--- src/rtl/pcbs_pkg.sv ---
// shared types, opcodes and the microcode rom of the panel command byte sequencer
// no dependencies; imported by every module of the block
package pcbs_pkg;

	localparam int ADDR_W = 6;

	typedef logic [ADDR_W-1:0] ucode_addr_t;

	// request opcodes
	localparam logic [2:0] OP_INIT   = 3'd0;
	localparam logic [2:0] OP_SLEEP  = 3'd1;
	localparam logic [2:0] OP_WAKE   = 3'd2;
	localparam logic [2:0] OP_WINDOW = 3'd3;
	localparam logic [2:0] OP_PIXEL  = 3'd4;
	localparam logic [2:0] OP_ORIENT = 3'd5;

	// configuration register indexes
	localparam logic [1:0] REG_COL_OFFSET  = 2'd0;
	localparam logic [1:0] REG_ROW_OFFSET  = 2'd1;
	localparam logic [1:0] REG_INIT_ORIENT = 2'd2;

	// program entry points
	localparam ucode_addr_t ADDR_INIT   = 6'd0;
	localparam ucode_addr_t ADDR_SLEEP  = 6'd17;
	localparam ucode_addr_t ADDR_WAKE   = 6'd19;
	localparam ucode_addr_t ADDR_WINDOW = 6'd21;
	localparam ucode_addr_t ADDR_PIXEL  = 6'd32;
	localparam ucode_addr_t ADDR_ORIENT = 6'd34;

	// where the byte of a step comes from
	typedef enum logic [3:0] {
		SRC_CONST  = 4'd0,
		SRC_ORIENT = 4'd1,
		SRC_C0_HI  = 4'd2,
		SRC_C0_LO  = 4'd3,
		SRC_C1_HI  = 4'd4,
		SRC_C1_LO  = 4'd5,
		SRC_R0_HI  = 4'd6,
		SRC_R0_LO  = 4'd7,
		SRC_R1_HI  = 4'd8,
		SRC_R1_LO  = 4'd9,
		SRC_PX_HI  = 4'd10,
		SRC_PX_LO  = 4'd11
	} byte_src_t;

	// one control word
	typedef struct packed {
		byte_src_t  src;
		logic [7:0] value;
		logic       is_data;
		logic       rel;
		logic       rel_fin;
		logic [7:0] wait_ms;
		logic       end_run;
	} ucode_t;

	// sequencer status toward the top level
	typedef struct packed {
		logic busy;
		logic ending;
	} seq_stat_t;

	// one link byte with its marks
	typedef struct packed {
		logic [7:0] link_byte;
		logic       is_data;
		logic       release_select;
		logic [7:0] wait_ms;
		logic       last;
	} link_item_t;

	function automatic ucode_t uw(byte_src_t src, logic [7:0] value, logic is_data,
		logic rel, logic [7:0] wait_ms, logic end_run);
		ucode_t w;
		w.src     = src;
		w.value   = value;
		w.is_data = is_data;
		w.rel     = rel;
		w.rel_fin = 1'b0;
		w.wait_ms = wait_ms;
		w.end_run = end_run;
		return w;
	endfunction

	function automatic ucode_t ucode_rom(ucode_addr_t addr);
		ucode_t w;
		case (addr)
			// init table
			6'd0:  w = uw(SRC_CONST,  8'hFE, 1'b0, 1'b0, 8'd5,   1'b0);
			6'd1:  w = uw(SRC_CONST,  8'hEF, 1'b0, 1'b0, 8'd5,   1'b0);
			6'd2:  w = uw(SRC_CONST,  8'hB6, 1'b0, 1'b0, 8'd0,   1'b0);
			6'd3:  w = uw(SRC_CONST,  8'h19, 1'b1, 1'b0, 8'd0,   1'b0);
			6'd4:  w = uw(SRC_CONST,  8'hAC, 1'b0, 1'b0, 8'd0,   1'b0);
			6'd5:  w = uw(SRC_CONST,  8'hC0, 1'b1, 1'b0, 8'd0,   1'b0);
			6'd6:  w = uw(SRC_CONST,  8'hAB, 1'b0, 1'b0, 8'd0,   1'b0);
			6'd7:  w = uw(SRC_CONST,  8'h0E, 1'b1, 1'b0, 8'd0,   1'b0);
			6'd8:  w = uw(SRC_CONST,  8'hA8, 1'b0, 1'b0, 8'd0,   1'b0);
			6'd9:  w = uw(SRC_CONST,  8'h19, 1'b1, 1'b0, 8'd0,   1'b0);
			6'd10: w = uw(SRC_CONST,  8'h3A, 1'b0, 1'b0, 8'd0,   1'b0);
			6'd11: w = uw(SRC_CONST,  8'h05, 1'b1, 1'b0, 8'd0,   1'b0);
			6'd12: w = uw(SRC_CONST,  8'h21, 1'b0, 1'b0, 8'd0,   1'b0);
			6'd13: w = uw(SRC_CONST,  8'h11, 1'b0, 1'b0, 8'd120, 1'b0);
			6'd14: w = uw(SRC_CONST,  8'h29, 1'b0, 1'b0, 8'd20,  1'b0);
			6'd15: w = uw(SRC_CONST,  8'h36, 1'b0, 1'b0, 8'd0,   1'b0);
			6'd16: w = uw(SRC_ORIENT, 8'h00, 1'b1, 1'b1, 8'd0,   1'b1);
			// sleep
			6'd17: w = uw(SRC_CONST,  8'h28, 1'b0, 1'b0, 8'd20,  1'b0);
			6'd18: w = uw(SRC_CONST,  8'h10, 1'b0, 1'b1, 8'd5,   1'b1);
			// wake
			6'd19: w = uw(SRC_CONST,  8'h11, 1'b0, 1'b0, 8'd120, 1'b0);
			6'd20: w = uw(SRC_CONST,  8'h29, 1'b0, 1'b1, 8'd20,  1'b1);
			// open window
			6'd21: w = uw(SRC_CONST,  8'h2A, 1'b0, 1'b0, 8'd0,   1'b0);
			6'd22: w = uw(SRC_C0_HI,  8'h00, 1'b1, 1'b0, 8'd0,   1'b0);
			6'd23: w = uw(SRC_C0_LO,  8'h00, 1'b1, 1'b0, 8'd0,   1'b0);
			6'd24: w = uw(SRC_C1_HI,  8'h00, 1'b1, 1'b0, 8'd0,   1'b0);
			6'd25: w = uw(SRC_C1_LO,  8'h00, 1'b1, 1'b0, 8'd0,   1'b0);
			6'd26: w = uw(SRC_CONST,  8'h2B, 1'b0, 1'b0, 8'd0,   1'b0);
			6'd27: w = uw(SRC_R0_HI,  8'h00, 1'b1, 1'b0, 8'd0,   1'b0);
			6'd28: w = uw(SRC_R0_LO,  8'h00, 1'b1, 1'b0, 8'd0,   1'b0);
			6'd29: w = uw(SRC_R1_HI,  8'h00, 1'b1, 1'b0, 8'd0,   1'b0);
			6'd30: w = uw(SRC_R1_LO,  8'h00, 1'b1, 1'b0, 8'd0,   1'b0);
			6'd31: w = uw(SRC_CONST,  8'h2C, 1'b0, 1'b0, 8'd0,   1'b1);
			// pixel, low byte releases select when it closes the window
			6'd32: w = uw(SRC_PX_HI,  8'h00, 1'b1, 1'b0, 8'd0,   1'b0);
			6'd33: begin
				w = uw(SRC_PX_LO, 8'h00, 1'b1, 1'b0, 8'd0, 1'b1);
				w.rel_fin = 1'b1;
			end
			// set orientation
			6'd34: w = uw(SRC_CONST,  8'h36, 1'b0, 1'b0, 8'd0,   1'b0);
			6'd35: w = uw(SRC_ORIENT, 8'h00, 1'b1, 1'b1, 8'd0,   1'b1);
			default: w = uw(SRC_CONST, 8'h00, 1'b0, 1'b1, 8'd0, 1'b1);
		endcase
		return w;
	endfunction

endpackage

--- src/rtl/pcbs_sequencer.sv ---
// step counter and microcode rom lookup of the panel command byte sequencer
// depends on pcbs_pkg
module pcbs_sequencer (
	input  logic                 clk,
	input  logic                 arst_n,
	input  logic                 start,
	input  pcbs_pkg::ucode_addr_t start_addr,
	input  logic                 advance,
	output pcbs_pkg::ucode_t     ctl,
	output pcbs_pkg::seq_stat_t  stat
);
	import pcbs_pkg::*;

	typedef enum logic [1:0] {
		SEQ_IDLE = 2'b01,
		SEQ_RUN  = 2'b10
	} seq_state_t;

	seq_state_t  state_q;
	ucode_addr_t pc_q;

	assign ctl         = ucode_rom(pc_q);
	assign stat.busy   = (state_q == SEQ_RUN);
	assign stat.ending = (state_q == SEQ_RUN) && ctl.end_run;

	always_ff @(posedge clk or negedge arst_n) begin
		if (!arst_n) begin
			state_q <= SEQ_IDLE;
			pc_q    <= '0;
		end else if (start) begin
			state_q <= SEQ_RUN;
			pc_q    <= start_addr;
		end else if (advance) begin
			if (ctl.end_run) begin
				state_q <= SEQ_IDLE;
			end else begin
				pc_q <= pc_q + ucode_addr_t'(1);
			end
		end
	end

endmodule

--- src/rtl/pcbs_datapath.sv ---
// operand registers and byte selection driven by the current control word
// depends on pcbs_pkg
module pcbs_datapath (
	input  logic                 clk,
	input  logic                 load,
	input  logic [15:0]          first_column,
	input  logic [15:0]          first_row,
	input  logic [15:0]          last_column,
	input  logic [15:0]          last_row,
	input  logic [15:0]          pixel_color,
	input  logic                 final_pixel,
	input  logic [7:0]           orient,
	input  logic [7:0]           column_offset,
	input  logic [7:0]           row_offset,
	input  pcbs_pkg::ucode_t     ctl,
	output pcbs_pkg::link_item_t item
);
	import pcbs_pkg::*;

	logic [15:0] c0_q, c1_q, r0_q, r1_q, px_q;
	logic [7:0]  orient_q;
	logic        fin_q;

	// offsets wrap modulo 2^16
	always_ff @(posedge clk) begin
		if (load) begin
			c0_q     <= first_column + {8'h00, column_offset};
			c1_q     <= last_column + {8'h00, column_offset};
			r0_q     <= first_row + {8'h00, row_offset};
			r1_q     <= last_row + {8'h00, row_offset};
			px_q     <= pixel_color;
			fin_q    <= final_pixel;
			orient_q <= orient;
		end
	end

	always_comb begin
		case (ctl.src)
			SRC_CONST:  item.link_byte = ctl.value;
			SRC_ORIENT: item.link_byte = orient_q;
			SRC_C0_HI:  item.link_byte = c0_q[15:8];
			SRC_C0_LO:  item.link_byte = c0_q[7:0];
			SRC_C1_HI:  item.link_byte = c1_q[15:8];
			SRC_C1_LO:  item.link_byte = c1_q[7:0];
			SRC_R0_HI:  item.link_byte = r0_q[15:8];
			SRC_R0_LO:  item.link_byte = r0_q[7:0];
			SRC_R1_HI:  item.link_byte = r1_q[15:8];
			SRC_R1_LO:  item.link_byte = r1_q[7:0];
			SRC_PX_HI:  item.link_byte = px_q[15:8];
			SRC_PX_LO:  item.link_byte = px_q[7:0];
			default:    item.link_byte = ctl.value;
		endcase
		item.is_data        = ctl.is_data;
		item.release_select = ctl.rel | (ctl.rel_fin & fin_q);
		item.wait_ms        = ctl.wait_ms;
		item.last           = ctl.end_run;
	end

endmodule

--- src/rtl/panel_command_byte_sequencer_unit.sv ---
// panel command byte sequencer: turns requests into runs of panel link bytes
// start: a taken request loads the step counter, whose bytes pass the output register
// throughput: one byte per cycle from the microcode step counter while m_tready drains
//   the output register; bytes per request: 17 init, 2 sleep/wake/orient/pixel, 11 window
// reset: arst_n clears the sequencer, the window flag and the output valid and loads
//   the offset and orientation registers with 1, 2 and 0x68
// depends on pcbs_pkg, pcbs_sequencer, pcbs_datapath
module panel_command_byte_sequencer_unit (
	input  logic        clk,
	input  logic        arst_n,
	// request stream
	input  logic        s_tvalid,
	output logic        s_tready,
	input  logic [87:0] s_tdata,   // first_column, first_row, last_column, last_row,
	                               // pixel_color, orientation_value
	input  logic [2:0]  s_tuser,   // opcode
	input  logic        s_tlast,   // final_pixel
	// link byte stream
	output logic        m_tvalid,
	input  logic        m_tready,
	output logic [15:0] m_tdata,   // link_byte, wait_ms
	output logic [1:0]  m_tuser,   // is_data, release_select
	output logic        m_tlast,   // last byte of the request
	// register writes
	input  logic        cfg_valid,
	output logic        cfg_ready,
	input  logic [1:0]  cfg_index,
	input  logic [7:0]  cfg_data
);
	import pcbs_pkg::*;

	// request fields
	logic [15:0] first_column, first_row, last_column, last_row, pixel_color;
	logic [7:0]  orientation_value;
	logic [2:0]  opcode;

	assign first_column      = s_tdata[15:0];
	assign first_row         = s_tdata[31:16];
	assign last_column       = s_tdata[47:32];
	assign last_row          = s_tdata[63:48];
	assign pixel_color       = s_tdata[79:64];
	assign orientation_value = s_tdata[87:80];
	assign opcode            = s_tuser;

	// configuration registers, always ready
	logic [7:0] column_offset_q, row_offset_q, init_orientation_q;

	assign cfg_ready = 1'b1;

	always_ff @(posedge clk or negedge arst_n) begin
		if (!arst_n) begin
			column_offset_q    <= 8'd1;
			row_offset_q       <= 8'd2;
			init_orientation_q <= 8'h68;
		end else if (cfg_valid) begin
			case (cfg_index)
				REG_COL_OFFSET:  column_offset_q    <= cfg_data;
				REG_ROW_OFFSET:  row_offset_q       <= cfg_data;
				REG_INIT_ORIENT: init_orientation_q <= cfg_data;
				default: ;
			endcase
		end
	end

	// sequencer and datapath
	ucode_t     ctl;
	seq_stat_t  stat;
	link_item_t item;
	logic       step_fire;
	logic       accept;
	logic       go;
	ucode_addr_t entry;
	logic       window_open_q;
	logic       window_next;
	logic       m_tvalid_q;

	// a step runs when the output register is empty or being drained
	assign step_fire = stat.busy && (!m_tvalid_q || m_tready);
	// next request is taken on the same edge as the last step of the current run
	assign s_tready  = !stat.busy || (step_fire && stat.ending);
	assign accept    = s_tvalid && s_tready;

	// dispatch: pick the program entry and decide if the request plays at all
	always_comb begin
		go          = 1'b0;
		entry       = ADDR_INIT;
		window_next = window_open_q;
		case (opcode)
			OP_INIT: begin
				go          = 1'b1;
				entry       = ADDR_INIT;
				window_next = 1'b0;
			end
			OP_SLEEP: begin
				go          = 1'b1;
				entry       = ADDR_SLEEP;
				window_next = 1'b0;
			end
			OP_WAKE: begin
				go          = 1'b1;
				entry       = ADDR_WAKE;
				window_next = 1'b0;
			end
			OP_WINDOW: begin
				// reversed corners emit nothing and keep the window flag
				if (!(last_column < first_column) && !(last_row < first_row)) begin
					go          = 1'b1;
					entry       = ADDR_WINDOW;
					window_next = 1'b1;
				end
			end
			OP_PIXEL: begin
				// pixel with no open window is dropped
				if (window_open_q) begin
					go          = 1'b1;
					entry       = ADDR_PIXEL;
					window_next = !s_tlast;
				end
			end
			OP_ORIENT: begin
				go          = 1'b1;
				entry       = ADDR_ORIENT;
				window_next = 1'b0;
			end
			default: ;
		endcase
	end

	always_ff @(posedge clk or negedge arst_n) begin
		if (!arst_n) begin
			window_open_q <= 1'b0;
		end else if (accept) begin
			window_open_q <= window_next;
		end
	end

	pcbs_sequencer u_seq (
		.clk        (clk),
		.arst_n     (arst_n),
		.start      (accept && go),
		.start_addr (entry),
		.advance    (step_fire),
		.ctl        (ctl),
		.stat       (stat)
	);

	// init takes its last byte from the register, set orientation from the request
	pcbs_datapath u_dp (
		.clk           (clk),
		.load          (accept && go),
		.first_column  (first_column),
		.first_row     (first_row),
		.last_column   (last_column),
		.last_row      (last_row),
		.pixel_color   (pixel_color),
		.final_pixel   (s_tlast),
		.orient        ((opcode == OP_INIT) ? init_orientation_q : orientation_value),
		.column_offset (column_offset_q),
		.row_offset    (row_offset_q),
		.ctl           (ctl),
		.item          (item)
	);

	// output register parts the sequencer from the link side
	link_item_t out_q;

	always_ff @(posedge clk or negedge arst_n) begin
		if (!arst_n) begin
			m_tvalid_q <= 1'b0;
		end else if (step_fire) begin
			m_tvalid_q <= 1'b1;
		end else if (m_tready) begin
			m_tvalid_q <= 1'b0;
		end
	end

	always_ff @(posedge clk) begin
		if (step_fire) begin
			out_q <= item;
		end
	end

	assign m_tvalid = m_tvalid_q;
	assign m_tdata  = {out_q.wait_ms, out_q.link_byte};
	assign m_tuser  = {out_q.release_select, out_q.is_data};
	assign m_tlast  = out_q.last;

	// a request is only taken mid-run on the last step of that run
	a_accept_at_run_end: assert property (@(posedge clk) disable iff (!arst_n)
		(stat.busy && accept) |-> (step_fire && stat.ending))
		else $error("request taken while a run is still in progress");

	// a pixel with no open window must not start a run
	a_pixel_dropped: assert property (@(posedge clk) disable iff (!arst_n)
		(accept && opcode == OP_PIXEL && !window_open_q) |=> !stat.busy)
		else $error("pixel played without an open window");

	// an accepted window run opens the window and starts playing
	a_window_opened: assert property (@(posedge clk) disable iff (!arst_n)
		(accept && opcode == OP_WINDOW && go) |=> (window_open_q && stat.busy))
		else $error("window open request did not open the window");

endmodule
--- config.mk ---
export PLATFORM = sky130hd
export DESIGN_NAME = panel_command_byte_sequencer_unit
export DESIGN_NICKNAME = d
export VERILOG_FILES = /design/src/rtl/pcbs_pkg.sv /design/src/rtl/pcbs_sequencer.sv /design/src/rtl/pcbs_datapath.sv /design/src/rtl/panel_command_byte_sequencer_unit.sv
export SDC_FILE = /design/constraint.sdc
export NUM_CORES = 1
export LEC_CHECK = 0
export ABC_AREA = 1
export BUFFER_PORTS_ARGS = -buffer_cell sky130_fd_sc_hd__buf_2
export CAP_MARGIN = 0
export CORE_ASPECT_RATIO = 1.1
export CORE_UTILIZATION = 23
export CTS_CLUSTER_DIAMETER = 60
export DETAILED_ROUTE_END_ITERATION = 6
export GPL_ROUTABILITY_DRIVEN = 0
export SYNTH_ARGS = -nofsm -noshare
export SYNTH_HDL_FRONTEND = slang
export SYNTH_SLANG_ARGS = --single-unit
--- constraint.sdc ---
create_clock -name clk -period 3.1 [get_ports clk]
set_input_delay 0.155 -clock clk [delete_from_list [all_inputs] [get_ports clk]]
set_output_delay 0.155 -clock clk [all_outputs]
set_load 0.005 [all_outputs]
; Yosys cells after proc, flatten, opt, wreduce, memory -nomap -nowiden
; Memory sizes are Yosys's and may differ from the RTL's.
; Cells that the tools add are included.
[totals]
reg_bits = 142
mem_count = 1
mem_bits_ro = 1408
[memory_table]
columns = name, words, width, read_ports, rd_clocked_by_memory_dff, wr, line
row1 = (no name shown), 64, 22, 1, 0, 0, pcbs_pkg.sv:87  ; case (addr)
[op_classes]
n_eq_ne = 21
magnitude_cmp = 2
bitwise = 2
add_sub_neg = 5
n_reduce_logical = 26
mux = 19
[op_table]
columns = operator, n
row1 = one-hot mux 8 bit (11 select lines), 1
row2 = adder 16 x 8 -> 16 bit, 4
row3 = less-than comparator 16 bit, 2
row4 = one-hot mux 6 bit (5 select lines), 1
row5 = 2-to-1 mux 6 bit, 4
row6 = == test 4 x 3 -> 1 bit (second input constant), 4
row7 = == test 4 bit (second input constant), 4
row8 = AND reduction 2 bit, 5
row9 = == test 4 x 2 -> 1 bit (second input constant), 2
row10 = 2-to-1 mux 8 bit, 1
row11 = adder 6 x 1 -> 6 bit (second input constant), 1
row12 = == test 3 x 2 -> 1 bit (second input constant), 2
row13 = == test 3 bit (second input constant), 2
row14 = logical AND 1 bit, 6
row15 = 2-to-1 mux 1 bit, 6
row16 = 2-to-1 mux 2 bit, 3
row17 = one-hot mux 1 bit (3 select lines), 2
row18 = nonzero test 2 bit, 3
row19 = logical NOT 1 bit, 5
row20 = 2-to-1 mux 5 bit, 1
row21 = == test 2 bit (second input constant), 2
row22 = == test 4 x 1 -> 1 bit (second input constant), 1
row23 = OR reduction 4 bit, 1
row24 = == test 3 x 1 -> 1 bit (second input constant), 1
row25 = other kinds (10), 11

; Logic depth before layout (Yosys ltp)
; Gate-level depths: netlist (run 1).
[logic_depth]
depth_word = 9
ltp_mapped = 17

; By module
; From an unflattened synthesis (run 1), not the netlist that was laid out.
[unflattened]
hier_cells = 1354
area_unflattened_um2 = 10428.8
[by_module_without_submodules]
columns = module, seq_area_each_um2, cells_each, area_each_um2, n_inst
row1 = pcbs_datapath, 2672.6, 847, 6527.5, 1
row2 = panel_command_byte_sequencer_unit, 1227.4, 289, 2570.0, 1
row3 = pcbs_sequencer, 201.4, 218, 1331.3, 1

; Worst setup path before layout (run 1)
; OpenSTA, ideal clock, no wires.
[synth_path]
kind = register to register
from = register u_seq.state_q[0]
to = register u_seq.pc_q[1]
setup_slack_ns = 0.304
period_less_slack_ns = 2.796
setup_time_ns = 0.123
arrival_time_ns = 2.674
path_buffers = 0
path_stages_with_launch = 11
path_cell_list = dfstp_2 > nor2_2 > inv_1 > nor2_2 > nand3_2 > a21oi_4 > nand4_2 > nand2_4 > o21ai_1 > o21ai_1 > inv_1
[synth_via]
elab_chain_cells = 8
elab_cells_between_ends = 12
classes_between = eq/ne (2) / mux (1) / reduce/logical (9)
[synth_rtl]
columns = item, line
row1 = start: declaration, pcbs_sequencer.sv:19  ; seq_state_t state_q;
row2 = start signal: assignment, pcbs_sequencer.sv:28  ; state_q <= SEQ_IDLE;
row3 = start signal: assignment, pcbs_sequencer.sv:31  ; state_q <= SEQ_RUN;
row4 = start signal: assignment, pcbs_sequencer.sv:35  ; state_q <= SEQ_IDLE;
row5 = == test 2 bit *, pcbs_sequencer.sv:23  ; assign stat.busy = (state_q == SEQ_RUN);
row6 = logical AND 1 bit *, panel_command_byte_sequencer_unit.sv:78  ; assign step_fire = stat.busy && (!m_tvalid_q || m_tready);
row7 = named net step_fire, panel_command_byte_sequencer_unit.sv:69  ; logic step_fire;
row8 = logical AND 1 bit *, panel_command_byte_sequencer_unit.sv:80  ; assign s_tready = !stat.busy || (step_fire && stat.ending);
row9 = logical OR 1 bit *, panel_command_byte_sequencer_unit.sv:80
row10 = logical AND 1 bit *, panel_command_byte_sequencer_unit.sv:81  ; assign accept = s_tvalid && s_tready;
row11 = logical AND 1 bit *, -
row12 = named net u_dp.load, pcbs_datapath.sv:5  ; input logic load,
row13 = != test 2 x 1 -> 1 bit (no line) / nonzero test 2 bit (equally long branches), -
row14 = AND reduction 2 bit (no line), -
row15 = end signal: assignment, pcbs_sequencer.sv:32  ; pc_q <= start_addr;
row16 = end signal: assignment, pcbs_sequencer.sv:37  ; pc_q <= pc_q + ucode_addr_t'(1);
row17 = end: declaration, pcbs_sequencer.sv:20  ; ucode_addr_t pc_q;
; The timed path passes the listed nets; every way through them passes the cells marked *.
; A chain may end at the register's enable or synchronous reset.

; Worst setup path in the final report (run 1)
[layout_path]
from = register u_seq.pc_q[0]
to = register u_dp.px_q[9] (enable)
[layout_via]
elab_chain_cells = 6
[layout_rtl]
columns = item, line
row1 = memory read (64 x 22 bit), -
row2 = logical AND 1 bit, pcbs_sequencer.sv:24  ; assign stat.ending = (state_q == SEQ_RUN) && ctl.end_run;
row3 = logical AND 1 bit, panel_command_byte_sequencer_unit.sv:80
row4 = logical OR 1 bit, panel_command_byte_sequencer_unit.sv:80
row5 = logical AND 1 bit, panel_command_byte_sequencer_unit.sv:81
row6 = logical AND 1 bit, panel_command_byte_sequencer_unit.sv:150  ; .load (accept && go),
row7 = named net u_dp.load, pcbs_datapath.sv:5
row8 = end signal: assignment, pcbs_datapath.sv:31  ; px_q <= pixel_color;
row9 = end: declaration, pcbs_datapath.sv:20  ; logic [15:0] c0_q, c1_q, r0_q, r1_q, px_q;
; The timed path passes the listed nets, and every way through them passes these cells.

==> results of run 1 <==
critical path: cells and delay by family (launching register included):
family	cells	cell delay [ns]
fa+ha+maj	1	0.24
buf+inv	3	0.53
compound gates	1	0.22
simple gates	8	1.03
flops	1	0.48
power groups by stage:
stage	Clock, mW	Combinational (mW)	Sequential [mW]
global placement	0	2.66	2.89
global route	2.02	3.07	2.88
finish	1.92	2.74	2.85
CTS	1.95	2.73	2.85
floorplan	0	1.83	2.75
detailed placement	0	2.68	2.89
path summary, 6_finish.rpt:
check | start | end | slack, ns | cells after the start
hold reg to reg | u_seq.state_q[0] | u_seq.state_q[0] | 0.47 | 2
hold / removal | cfg_data[1] | row_offset_q[1] | 0.04 | 3
setup reg to reg | u_seq.pc_q[0] | u_dp.px_q[9] | 0.28 | 13
setup / recovery | u_seq.pc_q[0] | u_dp.px_q[9] | 0.28 | 13
min in group asynchronous | arst_n | u_seq.pc_q[4] | 0.37 | 2
max in group asynchronous | arst_n | row_offset_q[5] | 2.17 | 2
final cells by class:
class | count | area, µm²
fillers | 4111 | 27200
multi-input cells | 744 | 4340
flip-flops and latches | 138 | 3980
repair buffers | 156 | 918
well taps | 500 | 626
inverters | 122 | 458
clock buffers | 18 | 429
clock inverters | 14 | 129
diodes | 1 | 2.50
through the flow:
stage               cell area [µm²]  instances  total power [mW]
CTS                           10900       1692              7.53
global route                  10900       1693              7.97
floorplan                      8860       1019              4.58
finish                        10900       1693              7.50
global placement              10100       1641              5.56
detailed placement            10100       1641              5.57
per-layer routing:
metal,track usage (%),part of all wire (%)
met2,24.3,51
met3,2.47,5.3
met4,3.67,2.0
met1,15.6,41
met5,0,0.10
registers in the layout, indices dropped and copies added (netlist names):
register,flops
column_offset_q,8
init_orientation_q,8
m_tdata,12
m_tlast,1
m_tuser,2
m_tvalid,1
row_offset_q,8
u_dp.c0_q,16
u_dp.c1_q,16
u_dp.fin_q,1
u_dp.orient_q,8
u_dp.px_q,16
u_dp.r0_q,16
u_dp.r1_q,16
u_seq.pc_q,6
u_seq.state_q,2
window_open_q,1
cells by family after synthesis:
kind of cell | after synthesis | share of synthesized area, %
adders and majority gates | 75 | 10.9
muxes | 8 | 1.02
buffers and inverters | 137 | 6.09
DFF | 138 | 44.9
xor gates and xnor gates | 54 | 5.34
other | 2 | 0.0848
AOI/OAI and AO/OA | 153 | 9.71
and+or+nand+nor | 451 | 21.9
timing repair:
action                                 CTS  global route
buffers inserted                         0             0
endpoints found under the hold margin   46             0
hold buffers                            19             0
setup endpoints to repair                0             0
layout by cell type (no fill, tap or decap), drive strengths merged, types with 2 or more instances in the layout:
| cell | Yosys | layout |
|---|---|---|
| a21boi | 5 | 5 |
| a21oi | 60 | 60 |
| a22o | 6 | 6 |
| a31oi | 6 | 6 |
| and2 | 2 | 2 |
| buf | 9 | 137 |
| clkbuf | 6 | 18 |
| clkinv | 1 | 6 |
| conb | 2 | 3 |
| dfrtp | 28 | 28 |
| dfstp | 6 | 6 |
| dlygate4sd3 | 0 | 19 |
| edfxtp | 104 | 104 |
| fa | 4 | 4 |
| ha | 71 | 71 |
| inv | 121 | 129 |
| mux2 | 8 | 8 |
| nand2 | 284 | 284 |
| nand3 | 59 | 59 |
| nand3b | 2 | 2 |
| nand4 | 24 | 24 |
| nor2 | 71 | 71 |
| nor3 | 7 | 7 |
| o211ai | 3 | 3 |
| o21a | 2 | 2 |
| o21ai | 63 | 63 |
| o221ai | 3 | 3 |
| xnor2 | 15 | 15 |
| xor2 | 39 | 39 |
==> summary.txt, run 1 <==
Status
  • Status: complete, no violations

Pwr
  • Peak supply drop: 0.418 mV
  • Clk network pwr share: 25.6%
  • Sw Pwr: 2.91 mW
  • Pint: 4.59 mW
  • Power Density: 689 mW/mm²
  • Seq pwr share: 37.9%
  • Logic gate share of total power: 36.5%
  • LEAKAGE: 4.98 nW
  • Switching share of power: 38.8%

Synthesis
  • #FFs+latches synth: 138
  • Post-synthesis sequential area ratio: 44.9%
  • Top-count cell post-synth: nand2_1
  • Gate count after technology mapping: 1,018
  • Top cells by area, synth: edfxtp_1, nand2_1, ha_1, dfrtp_1, inv_1
  • Synth Cell Area: 0.00886 mm²
  • Largest area contributor in the netlist: edfxtp_1
  • Ys flop type: edfxtp_1
  • Post-synth ARST share: 24.6%
  • Post-synth cell types: 47
  • Syn_area_per_cell: 8.70 µm²
  • Synth top area share: 35.2%
  • YS warnings: 0
  • EDFF count, synth: 104
  • Most frequent cells after synthesis: nand2_1, inv_1, edfxtp_1, ha_1, a21oi_1

Die
  • Die area: 0.0393 mm²
  • Row Count: 75
  • Die span in y: 208 µm
  • Area of the core: 0.0381 mm²
  • Initial Util: 23.3%
  • Die X: 189 µm
  • Num ports: 129

Placement
  • PortBufs: 125
  • DP HPWL: 21,100 µm
  • Setup WS pre-CTS: 0.361 ns

Final layout
  • Final nets: 1,361
  • Share of cells above drive strength 1: 18.0%
  • Area added between synthesis and finish: 22.9%
  • Post-Route Utilization: 28.6%

Drt
  • Final WL: 25,800 µm
  • Drt drc: 0
  • Detail Route Antenna Nets: 0
  • DRT iter0 DRCs: 723
  • Routed WL per cell: 15.2 µm
  • Vias per cell: 4.41
  • DRT Pass-1 Iters: 6
  • Via count: 7,473

Timing
  • Final setup violation count: 0
  • Fmax: 0.354 GHz
  • Fin. max-slew vios: 0
  • Final min period: 2.82 ns
  • Final period utilization: 91.1%
  • Relative slew slack: 42.9%
  • Final Hold Vio Count: 0
  • Worst Skew: 0.00912 ns
  • RSZ-0062 raised after global routing: no
  • Worst setup slack after layout: 0.277 ns
  • Tightest Pin Transition: 0.856 ns
  • Setup TNS: 0 ns
  • Hold_ws: 0.0364 ns

Global route
  • GR Overflow Total: 0
  • Overall Global Routing Usage: 13.2%
  • Antenna violations before repair: 3
  • Largest net degree at the start of global routing: 35
  • Number of global-route vias before repair: 7,398
  • First-pass GRT wire length: 39,800 µm

Worst setup path
  • CP required: 3.22 ns
  • CP dominant cell by count: nand2_1
  • CP arrival: 2.94 ns
  • CP Cell Sequence: inv_1 -> ha_1 -> inv_1 -> nand2_1 -> nand2_1 -> nand2_1 -> nand2_1 -> nand2_1 -> nand3_2 -> a21oi_4 -> nand4_2 -> nand2_4 -> buf_12
  • Critical Path Max Stage Delay: 0.48 ns
  • CP Class: reg -> reg
  • CP max FO: 31
  • Worst setup SP type: flip-flop
  • Critical path endpoint category: flip-flop
  • Slowest CP cell: dfrtp_1

Clocking
  • Resized Gates After CTS: 0
  • Htree depth: 4
  • Clock Latency Late Sink: 0.42 ns
  • CTS max path bufs: 2
  • Clk slew on worst S/H paths: 0.07 ns
  • CTS tree: done
  • CTS buffer count: 17
  • CTS Root Cell: clkbuf_16
  • Num Clock Sinks: 138

Run
  • Number of max-cap violations: 0

Hold path
  • Hold Path Class: in -> reg
No activity file was read; power rests on OpenSTA's default activity.
==> inputs of run 2 (changes only) <==
Settings changed: CTS_BUF_LIST set to sky130_fd_sc_hd__clkbuf_8.
==> run 2 against run 1 <==
Net effect:
- combinational power barely moved
- clock skew rose by 0.0065 ns
- hold slack got worse by 0.0039 ns
- routed wire length fell by 0.50%
- die area did not move
- sequential power barely moved
- worst setup slack improved by 0.0049 ns
- global-route usage fell by 0.083 points
- first-iteration DRC count fell by 0.55%
- total power fell by 7.3%
- cell area fell by 1.4%
- critical endpoint is now u_dp.px_q[2]
- largest cell class unchanged
==> summary.txt, run 2 (synthesized netlist as in run 1, its figures left out) <==
Timing
  • Worst setup slack after layout: 0.282 ns
  • Final setup violation count: 0
  • RSZ-0062 raised after global routing: no
  • Fmax: 0.355 GHz
  • Setup TNS: 0 ns
  • Final min period: 2.82 ns
  • Final period utilization: 90.9%
  • Final Hold Vio Count: 0
  • Worst Skew: 0.0157 ns
  • Tightest Pin Transition: 0.865 ns
  • Relative slew slack: 42.4%
  • Fin. max-slew vios: 0

Final layout
  • Final Non-Filler Cells: 1,697
  • Share of cells above drive strength 1: 18.0%
  • Most common cell after layout, fill and taps aside: nand2_1
  • Final nets: 1,365
  • Area occupied by multi-input gates: 0.00434 mm²
  • Area added between synthesis and finish: 21.2%
  • Reg area: 0.00398 mm²
  • FILL cells: 4,132
  • Most frequent cells in the layout: nand2_1, buf_2, inv_1

Global route
  • Global route hottest layer: met2
  • First-pass GRT wire length: 39,600 µm
  • Largest net degree at the start of global routing: 35
  • Met2 Use GR: 24.2%
  • Number of global-route vias before repair: 7,403
  • Overall Global Routing Usage: 13.2%
  • GR Overflow Total: 0
  • Antenna violations before repair: 3
  • Met1 track demand over resource: 15.5%
  • Grt met3 use: 2.37%

Clocking
  • CTS tree: done
  • CTS Root Cell: clkbuf_8
  • Setup Fix Bufs, Post-CTS: 0
  • CTS buffer count: 17
  • Clock Latency Late Sink: 0.45 ns
  • Htree depth: 4
  • Num Clock Sinks: 138
  • CTS max path bufs: 2
  • Clk slew on worst S/H paths: 0.10 ns

Status
  • Status: complete, no violations

Worst setup path
  • CP arrival: 2.96 ns
  • Worst setup SP type: flip-flop
  • CP max FO: 31
  • CP required: 3.24 ns
  • CP Class: reg -> reg
  • R2R Setup Slk: 0.28 ns
  • Critical path endpoint category: flip-flop

Pwr
  • Power Density: 648 mW/mm²
  • LEAKAGE: 4.91 nW
  • Peak supply drop: 0.263 mV

Die
  • Row Count: 75
  • Initial Util: 23.3%
  • Die area: 0.0393 mm²
  • Num ports: 129
  • Die span in y: 208 µm
  • Die X: 189 µm
  • Area of the core: 0.0381 mm²

Drt
  • Via count: 7,486
  • Drt drc: 0
  • Final WL: 25,700 µm
  • DRT iter0 DRCs: 719
  • Routed WL per cell: 15.1 µm
  • Vias per cell: 4.41
  • Detail Route Antenna Nets: 0
  • DRT Pass-1 Iters: 5

Run
  • Number of max-cap violations: 0

Hold path
  • Hold Path Class: in -> reg

Placement
  • Dpl cells: 1,641
  • Setup WS pre-CTS: 0.361 ns
  • PortBufs: 125
  • DP HPWL: 21,100 µm
[run 2: critical path: stages, from the launching register on]
cell and delay [ns]:
dfrtp_1 0.49, inv_1 0.23, ha_1 0.23, inv_1 0.05, nand2_1 0.13, nand2_1 0.09
nand2_1 0.07, nand2_1 0.05, nand2_1 0.08, nand3_2 0.13, a21oi_4 0.22, nand4_2 0.15
nand2_4 0.31, buf_12 0.25
[run 2: worst paths after layout]
check | start | end | depth (start not counted)
worst max-delay path | u_seq.pc_q[0] | u_dp.px_q[2] | 13
worst min-delay path | cfg_data[2] | row_offset_q[2] | 3
worst max register to register | u_seq.pc_q[0] | u_dp.px_q[2] | 13
worst min register to register | u_seq.state_q[0] | u_seq.state_q[0] | 2
max in group asynchronous | arst_n | row_offset_q[5] | 2
min in group asynchronous | arst_n | u_seq.pc_q[4] | 2
[run 2: cell type report]
class                           count  area share (%)
Inverter                          122            4.27
Tap cell                          500            5.83
Multi-Input combinational cell    744            40.5
Timing Repair Buffer              160            8.93
Clock buffer                       17            2.18
Clock inverter                     15            1.24
Sequential cell                   138            37.1
Antenna cell                        1          0.0233
[run 2: timing repair]
action                    in CTS  in global routing
hold endpoints to repair      50                  0
hold buffers                  23                  0
resized for setup              0                  0
[run 2: per-stage QoR]
stage               instance area (µm²)  power [mW]  hold WS (ns)  utilization [%]
global placement                  10100        5.56         0.290             26.6
global route                      10700        7.43        0.0183             28.2
floorplan                          8860        4.58        -0.141                -
detailed placement                10100        5.57         0.302             26.6
CTS                               10700        6.98       0.00587             28.2
finish                            10700        6.96        0.0325             28.2
[run 2: report_power, final]
| part | internal (mW) | total [mW] | switching [mW] |
|---|---|---|---|
| combinational | 0.976 | 2.74 | 1.77 |
| sequential | 2.56 | 2.84 | 0.281 |
| clock | 0.584 | 1.37 | 0.789 |
[run 2: layer usage]
layer  vias to the layer above  share of wire, %
met5                         -              0.11
met4                         4               1.6
met3                        36               5.2
met2                       264                52
met1                      3420                42
li1                       3762                 -
==> inputs of run 3 (changes only) <==
Settings changed: CORE_MARGIN set to 5, SLEW_MARGIN set to 20.
==> run 3 against run 2 <==
Net effect:
- via count shrank 2.0%
- non-clock buffer count shrank 7
- register-to-register slack gained 0.12 ns
- global-route usage shrank 1.2 points
- critical path type unchanged
- largest power group unchanged
==> summary.txt, run 3 (synthesized netlist as in run 1, its figures left out) <==
Worst setup path
  • CP required: 3.22 ns
  • CP Class: reg -> reg
  • Critical Path Max Stage Delay: 0.49 ns
  • Worst setup SP type: flip-flop
  • CP bufs+invs: 3
  • Slowest CP cell: dfrtp_1
  • Critical path endpoint category: flip-flop
  • Worst r2r src: u_seq.pc_q[0]
  • CP dominant cell by count: nand2_1
  • Worst Setup SP: u_seq.pc_q[0]
  • CP Cell Sequence: inv_1 -> ha_1 -> inv_1 -> nand2_1 -> nand2_1 -> nand2_1 -> nand2_1 -> nand2_1 -> nand3_2 -> a21oi_4 -> nand4_2 -> nand2_4 -> buf_12
  • Critical path's top delay family: simple AND/OR/NAND/NOR gates
  • CP max FO: 46
  • CP arrival: 2.82 ns

Global route
  • Antenna violations before repair: 2
  • First-pass GRT wire length: 39,900 µm
  • Largest net degree at the start of global routing: 47
  • Overall Global Routing Usage: 12.0%
  • GR Overflow Total: 0
  • Number of global-route vias before repair: 7,323

Drt
  • DRT iter0 DRCs: 637
  • Via count: 7,337
  • Detail Route Antenna Nets: 0
  • Final WL: 25,800 µm
  • WL met3: 1040 µm
  • Max layer used: met5
  • Vias per cell: 4.34
  • Drt drc: 0
  • DRT Pass-1 Iters: 6
  • Met2 wire len: 13,400 µm
  • Routed WL per cell: 15.3 µm
  • WL met1: 10,900 µm

Timing
  • Setup TNS: 0 ns
  • Final Hold Vio Count: 0
  • Final min period: 2.70 ns
  • RSZ-0062 raised after global routing: no
  • Fmax: 0.370 GHz
  • Final period utilization: 87.1%
  • Worst Skew: 0.0241 ns
  • Tightest Pin Transition: 0.866 ns
  • Relative slew slack: 42.3%
  • Final setup violation count: 0
  • Fin. max-slew vios: 0

Die
  • Die area: 0.0426 mm²
  • Die X: 197 µm
  • Initial Util: 23.3%
  • Area of the core: 0.0381 mm²
  • Num ports: 129
  • Die span in y: 216 µm
  • Row Count: 75

Clocking
  • Htree depth: 4
  • CTS Root Cell: clkbuf_8
  • Post-cts hold buffer count: 22
  • Num Clock Sinks: 138
  • CTS max path bufs: 2
  • CTS tree: done
  • CTS buffer count: 17
  • Clk slew on worst S/H paths: 0.09 ns
  • Resized Gates After CTS: 0
  • Clock Latency Late Sink: 0.45 ns
  • Setup Fix Bufs, Post-CTS: 0

Pwr
  • LEAKAGE: 4.89 nW
  • Total Power: 7.06 mW
  • Power Density: 657 mW/mm²
  • Peak supply drop: 0.291 mV

Final layout
  • Most common cell after layout, fill and taps aside: nand2_1
  • Antenna diodes: 0
  • Final nets: 1,358
  • Area added between synthesis and finish: 21.2%
  • Most frequent cells in the layout: nand2_1, buf_2, inv_1
  • FILL cells: 4,128
  • Share of cells above drive strength 1: 17.7%

Placement
  • PortBufs: 125
  • DP HPWL: 21,400 µm

Status
  • Status: complete, no violations

Run
  • Number of max-cap violations: 0

Hold path
  • Worst Hold Launch: cfg_data[5]
  • Hold Path Class: in -> reg
==> run 3: cell type report <==
cell class	instances	area [µm²]	share of cell area (%)
Clock buffer	17	234	2.18
Clock inverter	15	180	1.68
Inverter	122	458	4.26
Multi-Input combinational cell	744	4340	40.5
Sequential cell	138	3980	37.1
Tap cell	500	626	5.83
Timing Repair Buffer	153	916	8.53
==> run 3: metrics by stage <==
step / instance area, µm² / utilization (%) / cells / setup WS [ns] / hold WS, ns
floorplan: 8860 / - / 1019 / 0.304 / -0.141
global placement: 10100 / 26.5 / 1635 / 0.455 / 0.297
detailed placement: 10100 / 26.5 / 1635 / 0.436 / 0.306
CTS: 10700 / 28.2 / 1689 / 0.409 / 0.000566
global route: 10700 / 28.2 / 1689 / 0.127 / 0.0216
finish: 10700 / 28.2 / 1689 / 0.399 / 0.0285
==> run 3: worst paths after layout <==
path | endpoint | slack (ns) | cells past startpoint
min reg2reg | u_seq.state_q[0] | 0.47 | 2
min in group asynchronous | m_tvalid | 0.33 | 2
min | init_orientation_q[5] | 0.03 | 3
max in group asynchronous | row_offset_q[2] | 2.18 | 2
max | u_dp.r0_q[14] | 0.40 | 13
max reg2reg | u_dp.r0_q[14] | 0.40 | 13
==> run 3: report_power, final <==
part	total (mW)	internal (mW)	leakage [nW]	switching, mW
Clock	1.54	0.748	0.201	0.787
Sequential	2.83	2.56	1.37	0.275
Combinational	2.69	0.959	3.32	1.73
Total	7.06	4.26	4.89	2.79
==> run 3: worst register-to-register path, delay by kind of cell, from the launching register on <==
family          cells  cell delay (ns)
simple gates        8             0.94
buf+inv             3             0.52
compound gates      1             0.22
fa+ha+maj           1             0.20
flops               1             0.49
==> run 3: metal layers <==
metal	track usage (%)	vias to the layer above
met3	2.23	40
met4	2.98	4
met2	22.0	188
li1	-	3732
met1	14.3	3373
met5	0	-
